File: src/bsgi_pkg.sv
`timescale 1ns / 1ps
// Shared types and constants for the bad sample gap interpolator.
package bsgi_pkg;

   localparam int IDX_W    = 10;  // buffer index width
   localparam int CODE_W   = 24;  // sample code width
   localparam int NUM_CHAN = 4;
   localparam int POS_W    = 11;  // holds gap start plus the largest offset before wrap
   localparam int CNT_W    = 5;   // counts the CODE_W divide steps

   typedef struct packed {
      logic [IDX_W-1:0]         sample_index;
      logic                     good;
      logic signed [CODE_W-1:0] chan0_in;
      logic signed [CODE_W-1:0] chan1_in;
      logic signed [CODE_W-1:0] chan2_in;
      logic signed [CODE_W-1:0] chan3_in;
   } req_type;

   typedef struct packed {
      logic [IDX_W-1:0]         write_index;
      logic signed [CODE_W-1:0] chan0_out;
      logic signed [CODE_W-1:0] chan1_out;
      logic signed [CODE_W-1:0] chan2_out;
      logic signed [CODE_W-1:0] chan3_out;
      logic                     last;
   } rsp_type;

   typedef enum logic [1:0] {
      ST_IDLE,
      ST_DIVIDE,
      ST_EMIT
   } state_type;

   // controller to datapath
   typedef struct packed {
      logic accept;      // input transfer this cycle
      logic div_step;    // one restoring divide step on all lanes
      logic pos_reduce;  // fold the write position below the buffer depth
      logic emit_load;   // load the first point of the fill
      logic emit_next;   // result transfer, step to the next point
   } cmd_type;

   // datapath to controller
   typedef struct packed {
      logic fill_start;  // the offered sample closes an open gap
      logic pos_ok;      // write position is below the buffer depth
      logic last;        // current point is the final one of the gap
   } status_type;

endpackage

File: src/bsgi_controller.sv
`timescale 1ns / 1ps
// Sequencer for the gap interpolator: accept, divide, then emit one point per transfer.
module bsgi_controller (
   input  logic                 clock,
   input  logic                 reset,
   input  logic                 req_valid,
   output logic                 req_ready,
   output logic                 rsp_valid,
   input  logic                 rsp_ready,
   input  bsgi_pkg::status_type status,
   output bsgi_pkg::cmd_type    cmd
);

   bsgi_pkg::state_type state_ff, state_in;
   logic [bsgi_pkg::CNT_W-1:0] cnt_ff, cnt_in;
   logic div_busy;

   assign div_busy = (cnt_ff != bsgi_pkg::CNT_W'(bsgi_pkg::CODE_W));

   // state and step counter
   always_ff @(posedge clock) begin
      if (reset) begin
         state_ff <= bsgi_pkg::ST_IDLE;
         cnt_ff   <= '0;
      end else begin
         state_ff <= state_in;
         cnt_ff   <= cnt_in;
      end
   end

   // next state and commands
   always_comb begin
      state_in  = state_ff;
      cnt_in    = cnt_ff;
      cmd       = '0;
      req_ready = 1'b0;
      rsp_valid = 1'b0;
      unique case (state_ff)
         bsgi_pkg::ST_IDLE: begin
            req_ready = 1'b1;
            if (req_valid) begin
               cmd.accept = 1'b1;
               if (status.fill_start) begin
                  state_in = bsgi_pkg::ST_DIVIDE;
                  cnt_in   = '0;
               end
            end
         end
         bsgi_pkg::ST_DIVIDE: begin
            cmd.pos_reduce = 1'b1;
            if (div_busy) begin
               cmd.div_step = 1'b1;
               cnt_in       = cnt_ff + 1'b1;
            end else if (status.pos_ok) begin
               cmd.emit_load = 1'b1;
               state_in      = bsgi_pkg::ST_EMIT;
            end
         end
         bsgi_pkg::ST_EMIT: begin
            rsp_valid = 1'b1;
            if (rsp_ready) begin
               cmd.emit_next = 1'b1;
               if (status.last) begin
                  state_in = bsgi_pkg::ST_IDLE;
               end
            end
         end
         default: begin
            state_in = bsgi_pkg::ST_IDLE;
         end
      endcase
   end

   // one item in flight: never take a sample while results are pending
   assert property (@(posedge clock) disable iff (reset) !(req_ready && rsp_valid))
      else $error("input accepted during gap fill");

   // results only appear once the divide has run its full length
   assert property (@(posedge clock) disable iff (reset)
      $rose(rsp_valid) |-> $past(cnt_ff) == bsgi_pkg::CNT_W'(bsgi_pkg::CODE_W))
      else $error("fill started before divide finished");

endmodule

File: src/bsgi_datapath.sv
`timescale 1ns / 1ps
// Gap tracking state, per-channel divider lanes and the incremental fill arithmetic.
module bsgi_datapath #(
   parameter int BUFFER_DEPTH = 1024,
   parameter int MAX_GAP      = 64
) (
   input  logic                 clock,
   input  logic                 reset,
   input  bsgi_pkg::req_type    req,
   input  bsgi_pkg::cmd_type    cmd,
   output bsgi_pkg::status_type status,
   output bsgi_pkg::rsp_type    rsp
);

   localparam int LEN_W = $clog2(MAX_GAP + 1);
   localparam int DIV_W = $clog2(MAX_GAP + 2);
   localparam int CW    = bsgi_pkg::CODE_W;
   localparam int NC    = bsgi_pkg::NUM_CHAN;

   // gap tracking
   logic                        gap_open_ff, gap_open_in;
   logic                        have_prev_ff, have_prev_in;
   logic [bsgi_pkg::IDX_W-1:0]  gap_start_ff, gap_start_in;
   logic [LEN_W-1:0]            gap_len_ff, gap_len_in;
   logic signed [CW-1:0]        prev_ff [NC];
   logic signed [CW-1:0]        prev_in [NC];

   // fill working registers
   logic signed [CW-1:0]        cur_ff [NC];
   logic signed [CW-1:0]        cur_in [NC];
   logic [NC-1:0]               neg_ff, neg_in;
   logic [CW-1:0]               dvd_ff [NC];   // |delta|, then quotient
   logic [CW-1:0]               dvd_in [NC];
   logic [DIV_W-1:0]            rem_ff [NC];
   logic [DIV_W-1:0]            rem_in [NC];
   logic [CW-1:0]               acc_q_ff [NC];
   logic [CW-1:0]               acc_q_in [NC];
   logic [DIV_W-1:0]            acc_r_ff [NC];
   logic [DIV_W-1:0]            acc_r_in [NC];
   logic [DIV_W-1:0]            divisor_ff, divisor_in;
   logic [LEN_W-1:0]            k_ff, k_in;
   logic [bsgi_pkg::POS_W-1:0]  pos_ff, pos_in;

   // combinational helpers
   logic                        idx_zero, open_eff, have_eff;
   logic signed [CW-1:0]        chan_in [NC];
   logic signed [CW:0]          delta [NC];
   logic [CW:0]                 mag [NC];
   logic [DIV_W:0]              part [NC];
   logic [DIV_W:0]              rsum [NC];
   logic signed [CW+1:0]        fill_val [NC];

   assign chan_in[0] = req.chan0_in;
   assign chan_in[1] = req.chan1_in;
   assign chan_in[2] = req.chan2_in;
   assign chan_in[3] = req.chan3_in;

   // index zero restarts the gap state before the sample is handled
   assign idx_zero = (req.sample_index == '0);
   assign open_eff = gap_open_ff & ~idx_zero;
   assign have_eff = have_prev_ff & ~idx_zero;

   assign status.fill_start = req.good & open_eff;
   assign status.pos_ok     = (32'(pos_ff) < BUFFER_DEPTH);
   assign status.last       = (k_ff == gap_len_ff);

   // lane arithmetic
   always_comb begin
      for (int c = 0; c < NC; c++) begin
         delta[c] = {chan_in[c][CW-1], chan_in[c]} - {prev_ff[c][CW-1], prev_ff[c]};
         mag[c]   = delta[c][CW] ? (CW+1)'(-delta[c]) : (CW+1)'(delta[c]);
         part[c]  = {rem_ff[c], dvd_ff[c][CW-1]};
         rsum[c]  = {1'b0, acc_r_ff[c]} + {1'b0, rem_ff[c]};
         if (neg_ff[c]) begin
            fill_val[c] = {{2{prev_ff[c][CW-1]}}, prev_ff[c]} - {2'b00, acc_q_ff[c]};
         end else begin
            fill_val[c] = {{2{prev_ff[c][CW-1]}}, prev_ff[c]} + {2'b00, acc_q_ff[c]};
         end
      end
   end

   // next-state logic
   always_comb begin
      gap_open_in  = gap_open_ff;
      have_prev_in = have_prev_ff;
      gap_start_in = gap_start_ff;
      gap_len_in   = gap_len_ff;
      neg_in       = neg_ff;
      divisor_in   = divisor_ff;
      k_in         = k_ff;
      pos_in       = pos_ff;
      for (int c = 0; c < NC; c++) begin
         prev_in[c]  = prev_ff[c];
         cur_in[c]   = cur_ff[c];
         dvd_in[c]   = dvd_ff[c];
         rem_in[c]   = rem_ff[c];
         acc_q_in[c] = acc_q_ff[c];
         acc_r_in[c] = acc_r_ff[c];
      end

      // sample transfer
      if (cmd.accept) begin
         if (req.good) begin
            if (open_eff) begin
               // closing a gap: set up the divide of |cur - prev| by N + 1
               for (int c = 0; c < NC; c++) begin
                  cur_in[c] = chan_in[c];
                  neg_in[c] = delta[c][CW];
                  dvd_in[c] = mag[c][CW-1:0];
                  rem_in[c] = '0;
               end
               divisor_in = DIV_W'(gap_len_ff) + DIV_W'(1);
               pos_in     = bsgi_pkg::POS_W'(gap_start_ff);
            end else begin
               for (int c = 0; c < NC; c++) begin
                  prev_in[c] = chan_in[c];
               end
               have_prev_in = 1'b1;
               gap_open_in  = 1'b0;
               gap_len_in   = '0;
            end
         end else begin
            if (!have_eff) begin
               for (int c = 0; c < NC; c++) begin
                  prev_in[c] = chan_in[c];
               end
            end
            have_prev_in = 1'b1;
            if (!open_eff) begin
               gap_open_in  = 1'b1;
               gap_start_in = req.sample_index;
               gap_len_in   = LEN_W'(1);
            end else if (gap_len_ff < LEN_W'(MAX_GAP)) begin
               gap_len_in = gap_len_ff + 1'b1;
            end
         end
      end

      // restoring divide, one quotient bit per lane per cycle
      if (cmd.div_step) begin
         for (int c = 0; c < NC; c++) begin
            if (part[c] >= {1'b0, divisor_ff}) begin
               rem_in[c] = DIV_W'(part[c] - {1'b0, divisor_ff});
               dvd_in[c] = {dvd_ff[c][CW-2:0], 1'b1};
            end else begin
               rem_in[c] = part[c][DIV_W-1:0];
               dvd_in[c] = {dvd_ff[c][CW-2:0], 1'b0};
            end
         end
      end

      // wrap the gap start into the buffer
      if (cmd.pos_reduce && !status.pos_ok) begin
         pos_in = pos_ff - bsgi_pkg::POS_W'(BUFFER_DEPTH);
      end

      // first point: k = 1 gives the plain quotient and remainder
      if (cmd.emit_load) begin
         for (int c = 0; c < NC; c++) begin
            acc_q_in[c] = dvd_ff[c];
            acc_r_in[c] = rem_ff[c];
         end
         k_in = LEN_W'(1);
      end

      // result transfer: add one more quotient/remainder step per point
      if (cmd.emit_next) begin
         for (int c = 0; c < NC; c++) begin
            if (rsum[c] >= {1'b0, divisor_ff}) begin
               acc_r_in[c] = DIV_W'(rsum[c] - {1'b0, divisor_ff});
               acc_q_in[c] = acc_q_ff[c] + dvd_ff[c] + CW'(1);
            end else begin
               acc_r_in[c] = rsum[c][DIV_W-1:0];
               acc_q_in[c] = acc_q_ff[c] + dvd_ff[c];
            end
         end
         k_in = k_ff + 1'b1;
         if (32'(pos_ff) + 32'd1 == BUFFER_DEPTH) begin
            pos_in = '0;
         end else begin
            pos_in = pos_ff + 1'b1;
         end
         if (status.last) begin
            for (int c = 0; c < NC; c++) begin
               prev_in[c] = cur_ff[c];
            end
            have_prev_in = 1'b1;
            gap_open_in  = 1'b0;
            gap_len_in   = '0;
         end
      end
   end

   // control state
   always_ff @(posedge clock) begin
      if (reset) begin
         gap_open_ff  <= 1'b0;
         have_prev_ff <= 1'b0;
         gap_start_ff <= '0;
         gap_len_ff   <= '0;
         for (int c = 0; c < NC; c++) begin
            prev_ff[c] <= '0;
         end
      end else begin
         gap_open_ff  <= gap_open_in;
         have_prev_ff <= have_prev_in;
         gap_start_ff <= gap_start_in;
         gap_len_ff   <= gap_len_in;
         for (int c = 0; c < NC; c++) begin
            prev_ff[c] <= prev_in[c];
         end
      end
   end

   // working registers
   always_ff @(posedge clock) begin
      neg_ff     <= neg_in;
      divisor_ff <= divisor_in;
      k_ff       <= k_in;
      pos_ff     <= pos_in;
      for (int c = 0; c < NC; c++) begin
         cur_ff[c]   <= cur_in[c];
         dvd_ff[c]   <= dvd_in[c];
         rem_ff[c]   <= rem_in[c];
         acc_q_ff[c] <= acc_q_in[c];
         acc_r_ff[c] <= acc_r_in[c];
      end
   end

   // result fields
   assign rsp.write_index = pos_ff[bsgi_pkg::IDX_W-1:0];
   assign rsp.chan0_out   = fill_val[0][CW-1:0];
   assign rsp.chan1_out   = fill_val[1][CW-1:0];
   assign rsp.chan2_out   = fill_val[2][CW-1:0];
   assign rsp.chan3_out   = fill_val[3][CW-1:0];
   assign rsp.last        = status.last;

   // an open gap always has a stored previous sample and a nonzero length
   assert property (@(posedge clock) disable iff (reset) gap_open_ff |-> have_prev_ff)
      else $error("gap open without previous sample");

   assert property (@(posedge clock) disable iff (reset)
      gap_open_ff |-> (gap_len_ff != '0 && gap_len_ff <= LEN_W'(MAX_GAP)))
      else $error("gap length out of range");

   // running remainder stays below the divisor, so one subtract is enough
   assert property (@(posedge clock) disable iff (reset)
      cmd.emit_next |-> (acc_r_ff[0] < divisor_ff && rem_ff[0] < divisor_ff))
      else $error("fill remainder overflow");

endmodule

File: src/bad_sample_gap_interpolator.sv
`timescale 1ns / 1ps
// A sample that closes no gap is taken on its transfer and gives no result.
// A sample closing a gap of N points: the transfer, then the shared-step restoring divider
// (one quotient bit per cycle, four lanes) while the gap start is folded below BUFFER_DEPTH,
// a load of the first point, then N results at one per cycle while rsp_ready is high.
// One item is in flight at a time; input is accepted only between fills.
// Synchronous active-high reset clears the gap state and the previous sample.
module bad_sample_gap_interpolator #(
   parameter int BUFFER_DEPTH = 1024,
   parameter int MAX_GAP      = 64
) (
   input  logic              clock,
   input  logic              reset,
   input  logic              req_valid,
   output logic              req_ready,
   input  bsgi_pkg::req_type req_payload,
   output logic              rsp_valid,
   input  logic              rsp_ready,
   output bsgi_pkg::rsp_type rsp_payload
);

   bsgi_pkg::cmd_type    cmd;
   bsgi_pkg::status_type status;

   bsgi_controller u_ctrl (
      .clock     (clock),
      .reset     (reset),
      .req_valid (req_valid),
      .req_ready (req_ready),
      .rsp_valid (rsp_valid),
      .rsp_ready (rsp_ready),
      .status    (status),
      .cmd       (cmd)
   );

   bsgi_datapath #(
      .BUFFER_DEPTH (BUFFER_DEPTH),
      .MAX_GAP      (MAX_GAP)
   ) u_dp (
      .clock  (clock),
      .reset  (reset),
      .req    (req_payload),
      .cmd    (cmd),
      .status (status),
      .rsp    (rsp_payload)
   );

endmodule
File: config.mk
export PLATFORM = sky130hd
export DESIGN_NAME = bad_sample_gap_interpolator
export DESIGN_NICKNAME = d
export VERILOG_FILES = /design/src/bsgi_pkg.sv /design/src/bsgi_controller.sv /design/src/bsgi_datapath.sv /design/src/bad_sample_gap_interpolator.sv
export SDC_FILE = /design/constraint.sdc
export NUM_CORES = 2
export LEC_CHECK = 0
export BUFFER_PORTS_ARGS = -buffer_cell sky130_fd_sc_hd__buf_4
export CAP_MARGIN = 25
export CORE_ASPECT_RATIO = 1.4
export CORE_MARGIN = 1
export CORE_UTILIZATION = 60
export CTS_CLUSTER_SIZE = 30
export DETAILED_ROUTE_END_ITERATION = 7
export GPL_TIMING_DRIVEN = 0
export PLACE_DENSITY_LB_ADDON = 0.12
export SETUP_SLACK_MARGIN = 0.05
export SYNTH_ARGS = -nofsm -noshare
export SYNTH_HDL_FRONTEND = slang
export SYNTH_SLANG_ARGS = --single-unit
File: constraint.sdc
create_clock -name clock -period 12.62 [get_ports clock]
set_clock_uncertainty 0.2 [all_clocks]
set_input_delay 3.155 -clock clock [delete_from_list [all_inputs] [get_ports clock]]
set_output_delay 3.155 -clock clock [all_outputs]
set_load 0.01 [all_outputs]
# After elaboration in Yosys (flattened, before gate mapping)
# Memories as Yosys holds them, arrays and structs flattened.
# Index checks and enable logic that the tools add are counted.
dict set report classes {
  addsub 42
  eq_ne 12
  n_bitwise 10
  reduce_logical 14
  order_cmp 10
  mux 99
}
# op count
set op_table {}
lappend op_table {{96-bit two-way mux} 15}
lappend op_table {{24-bit two-way mux} 16}
lappend op_table {{24-bit adder} 8}
lappend op_table {{28-bit two-way mux} 6}
lappend op_table {{7-bit two-way mux} 17}
lappend op_table {{24-bit by 24-bit subtractor with 25-bit output} 4}
lappend op_table {{24-bit by 1-bit adder with 24-bit output, second input constant} 4}
lappend op_table {{24-bit negation} 4}
lappend op_table {{24-bit subtractor} 4}
lappend op_table {{11-bit two-way mux} 6}
lappend op_table {{8-bit by 7-bit greater-or-equal comparator with 1-bit output} 8}
lappend op_table {{7-bit subtractor} 8}
lappend op_table {{7-bit by 7-bit adder with 8-bit output} 4}
lappend op_table {{32-bit by 11-bit == test with 1-bit output, second input constant} 1}
lappend op_table {{1-bit two-way mux} 27}
lappend op_table {{5-bit two-way mux} 3}
lappend op_table {{7-bit by 1-bit adder with 7-bit output, second input constant} 2}
lappend op_table {{11-bit by 1-bit adder with 12-bit output, second input constant} 1}
lappend op_table {{2-bit two-way mux} 6}
lappend op_table {{11-bit by 1-bit adder with 11-bit output, second input constant} 1}
lappend op_table {{11-bit < comparator, second input constant} 1}
lappend op_table {{11-bit subtractor, second input constant} 1}
lappend op_table {{10-bit zero test} 1}
lappend op_table {{2-bit != test, second input constant} 5}
lappend op_table {{21 further kinds} 34}
dict set report word_totals {
  output_inout_bits 109
  reg_bits 55
  mem_count 6
  elab_cells 203
  ram_bits 440
  input_bits 111
}
# name depth width rd rd_clocked_by_memory_dff write_ports line_no
set mem_list {}
lappend mem_list {u_dp.acc_q_ff 4 24 4 0 4 bsgi_datapath.sv:36} ;# logic [CW-1:0] acc_q_ff [NC];
lappend mem_list {u_dp.cur_ff 4 24 4 0 4 bsgi_datapath.sv:29} ;# logic signed [CW-1:0] cur_ff [NC];
lappend mem_list {u_dp.dvd_ff 4 24 4 0 4 bsgi_datapath.sv:32} ;# logic [CW-1:0] dvd_ff [NC];
lappend mem_list {u_dp.prev_ff 4 24 4 0 4 bsgi_datapath.sv:25} ;# logic signed [CW-1:0] prev_ff [NC];
lappend mem_list {u_dp.acc_r_ff 4 7 4 0 4 bsgi_datapath.sv:38} ;# logic [DIV_W-1:0] acc_r_ff [NC];
lappend mem_list {u_dp.rem_ff 4 7 4 0 4 bsgi_datapath.sv:34} ;# logic [DIV_W-1:0] rem_ff [NC];

# Longest topological paths before layout
dict set report logic_depth {
  ltp_word 9
  ltp_mapped 22
  mapped_depth_nobuf 21
}

# Modules after synthesis
# From an unflattened synthesis, not the netlist that was laid out.
dict set report hier_totals {
  hier_cells 5129
  area_unflattened_um2 43818.3
}
# module seq_area_each_um2 area_each_um2 instances cells_per_inst
set modules_own_cells {}
lappend modules_own_cells {bsgi_datapath 13503.0 43395.4 1 5078}
lappend modules_own_cells {bsgi_controller 140.1 422.9 1 51}

# Worst setup path after synthesis
# Ideal clock, no wire load.
dict set report synth_timing {
  kind {register to register}
  startpoint {register u_ctrl.cnt_ff[0] (netlist name)}
  endpoint {memory u_dp.acc_q_ff[0][0] (netlist bit) (enable)}
  path_stages_with_launch 6
  setup_ns 0.802
  slack_ns 1.624
  t_required_ns 11.618
  arrival_ns 9.993
  synth_period_minus_slack_ns 10.996
  n_path_buf 0
  path_cell_list {dfxtp_1 > inv_1 > ha_1 > and4b_1 > nand3b_1 > o21ai_0}
}
# item line_no
set synth_rtl {}
lappend synth_rtl {{end, declared} bsgi_datapath.sv:36}

==> impl_metrics.csv <==
group,metric,value,unit
run_status,status,"finished, final reports clean",
clocking,post_cts_resize_count,0,
global_route,grt_overflow,0,
drt,dr.pass1.iters,6,
final_layout,fill_cells,6061,
clocking,post_cts.repair.setup_buffers,0,
clocking,clock-sinks,495,
setup_path,arrival,5.49,ns
synth,ys_ff_latch,495,
setup_path,path_delay_family,"compound AO/OA/AOI/OAI gates",
synth,synth_cells,5024,
drt,via_per_inst,6.06,
placement,io_buffers,219,
clocking,cts_tree,"done",
setup_path,cp-end-kind,"output pin",
setup_path,required,9.26,ns
synth,yosysWarnings,0,
clocking,htreeDepth,2,
setup_path,crit_buf_inv,2,
synth,syn_area_per_cell,8.46,um2
placement,place.gp.congestion,0.959,
drt,vias,38200,
sta,tightest_slew,1.14,ns
synth,ys_seq_area_share,32.1,%
sta,period_share,70.1,%
final_layout,instances_no_fill,6297,
setup_path,reg2reg_slack,7.00,ns
clocking,root_buffer,"clkbuf_16",
setup_path,critical_path_class,"reg2out",
global_route,grt_pass1_wl,192000,um
placement,place_worst_setup_slack,4.26,ns
setup_path,critPathMaxFanout,10,
sta,slew_viol_final,0,
floorplan,dieArea,71900,um2
final_layout,fin_nets,5830,
sta,setup_viol,0,
setup_path,critPathLaunchType,"register",
floorplan,io_pins,220,
drt,drt_iter0_markers,2257,
power_and_ir_drop,powerDensity,104,nW/um2
floorplan,die_y,317,um
final_layout,post_route_cells_drive_above_1_share,7.67,%
synth,ys.flop_type,"edfxtp_1",
placement,dp.cells,6193,
job,max_cap_violations,0,
floorplan,dieWidth,227,um
clocking,clkLatencyLatePin,0.64,ns
floorplan,start_util,60.5,%
placement,place_hpwl,96600,um
global_route,antenna_found_initial,6,
sta,finalWorstSetupSlack,3.77,ns
sta,hold_viol_final,0,
floorplan,core,70200,um2
placement,post_dp_cell_area,45600,um2
power_and_ir_drop,power.leakage,19.1,nW
global_route,grt_pass1_vias,37200,
sta,fin_tns_setup,0,ns
clocking,cts_buffers,54,
final_layout,fin_area,47400,um2
worst_hold_path,hold_class,"reg2reg",
global_route,gr-usage-all-layers,34.0,%
power_and_ir_drop,fin_total_pwr,4.95,mW
sta,max_freq,0.113,GHz
sta,grt_setup_unrepaired,"false",
final_layout,utilization,67.6,%
global_route,grt_max_degree,55,
setup_path,critPathSlowestCell,"o41ai_1",
sta,max_slew_margin,24.1,%
drt,drt.antenna.violating_nets,0,
power_and_ir_drop,peakVddDrop,165,uV
setup_path,slowest_delay,0.63,ns
drt,wl_per_cell,19.7,um
synth,synth_fp_nets,5541,
synth,ys_async_sr_fraction,0,%
synth,synth_edf_count,373,
synth,ys_types,98,
setup_path,path_cells,"clkbuf_1 -> mux2i_1 -> fa_1 -> a21o_1 -> a21oi_1 -> nor2b_1 -> a2111o_1 -> a31oi_1 -> o21ai_0 -> o41ai_1 -> o2111ai_1 -> o211ai_1 -> o2111ai_1 -> a21oi_1 -> xnor2_1 -> buf_4",
final_layout,syn_to_final_growth,11.7,%
sta,whs,0.274,ns
synth,netlist_area,42500,um2
clocking,cts_hold_buf,0,
clocking,clk_pin_slew,0.06,ns
drt,wirelength,124000,um
sta,finalCriticalPeriod,8.85,ns
floorplan,rows,115,
drt,drc_errors,0,
clocking,clock_path_buffers,3,
==> worst min-delay path: stages, from the launching register on <==
cell and delay [ns]:
dfxtp_1 0.29, inv_1 0.06, a31oi_1 0.07
==> synthesized netlist by cell type, types with 8 or more instances <==
cell         n  area, um2
a211o_1     10       87.6
or2_2       21        131
nand3b_1    10       75.1
a2111oi_0   14        123
nand3_1    103        515
inv_1      289       1080
ha_1       382       4780
a31oi_1     56        350
o21bai_1    35        263
dfxtp_1    122       2440
and2_1      25        156
fa_1        24        480
o21a_1      64        480
nor3_1     119        596
nor2_1     632       2370
and3_1      36        225
a21oi_1    467       2340
and4_1       8       70.1
nor3b_1     16        120
a31o_2       8       70.1
xnor2_1    372       3260
o31ai_1     19        143
o2111ai_1   12        105
or3_1       26        163
xor2_1     190       1660
nor2b_1     67        419
mux2i_1     33        330
a22oi_1     10       75.1
nor4_1      34        213
edfxtp_1   373      11200
clkbuf_1   161        604
nand2b_1    60        375
a221oi_1     8       70.1
nand4_1     41        257
o41ai_1     11       96.3
a311oi_1    10       87.6
a21boi_0    10       75.1
o211ai_1    30        225
a21o_1     116        871
a211oi_1   130        976
o21ai_0    330       1650
buf_4       11       82.6
o21ai_1     10       50.1
nand2_1    379       1420
==> placed cells by master, fill, tap and decap left out, drive strengths merged, types with 41 or more instances in the layout <==
cell type  instances
a31oi             58
nand3            103
inv              290
nor3             119
o21a              64
a21o             116
xor2             190
ha               382
nor2             634
a21oi            470
nand4             41
nand2b            60
nor2b             68
buf              251
clkbuf           250
xnor2            372
a211oi           131
nand2            379
dfxtp            122
o21ai            343
edfxtp           373
==> sequential cells by signal (all words and copies together) (netlist names), 7 cells and up <==
signal / flops
u_dp.acc_q_ff: 96
u_dp.cur_ff: 96
u_dp.dvd_ff: 96
u_dp.prev_ff: 96
u_dp.acc_r_ff: 28
u_dp.rem_ff: 28
u_dp.pos_ff: 11
u_dp.gap_start_ff: 10
u_dp.divisor_ff: 7
u_dp.gap_len_ff: 7
u_dp.k_ff: 7
==> where the power goes <==
part           switching [mW]  internal [mW]
Sequential             0.0423           1.84
Clock                   0.699          0.956
Combinational           0.819          0.593
Total                    1.56           3.39
==> area by class of cell <==
class | count | area [um2] | share of cell area [%]
Antenna cell | 2 | 5.00 | 0.0105
Buffer | 181 | 741 | 1.56
Multi-Input combinational cell | 4055 | 27000 | 57.0
Sequential cell | 495 | 13600 | 28.8
Tap cell | 936 | 1170 | 2.47
Timing Repair Buffer | 233 | 1910 | 4.03
Clock inverter | 13 | 96.3 | 0.203
Clock buffer | 89 | 1740 | 3.66
Inverter | 293 | 1100 | 2.33
==> path summary, 6_finish.rpt <==
check / from / end / depth (start not counted)
hold reg to reg: u_dp.have_prev_ff$_SDFF_PP0_ / u_dp.have_prev_ff$_SDFF_PP0_ / 2
hold / removal: u_dp.have_prev_ff$_SDFF_PP0_ / u_dp.have_prev_ff$_SDFF_PP0_ / 2
setup reg to reg: u_dp.prev_ff[0][72]$_SDFF_PP0_ / u_dp.dvd_ff[3][12]$_DFFE_PP_ / 16
setup / recovery: u_dp.neg_ff[2]$_DFFE_PP_ / rsp_payload[47] / 16
==> cells by family after synthesis <==
logic type                 Yosys count  share of synthesized area (%)
adders and majority gates          406                           12.4
DFF                                495                           32.1
muxes                               37                          0.883
AOI/OAI and AO/OA                 1423                           20.9
and+or+nand+nor                   1626                           17.8
buffers and inverters              474                           4.32
xor gates and xnor gates           563                           11.6
==> per-layer routing <==
| metal | wire [um] | up-vias | track usage [%] |
|---|---|---|---|
| met4 | 8550 | 0 | 22.0 |
| li1 | - | 18700 | - |
| met1 | 47300 | 18100 | 37.7 |
| met2 | 62400 | 1091 | 61.7 |
| met5 | 0 | - | 0 |
| met3 | 5700 | 344 | 3.42 |
Power figures use the tool's default switching activity.
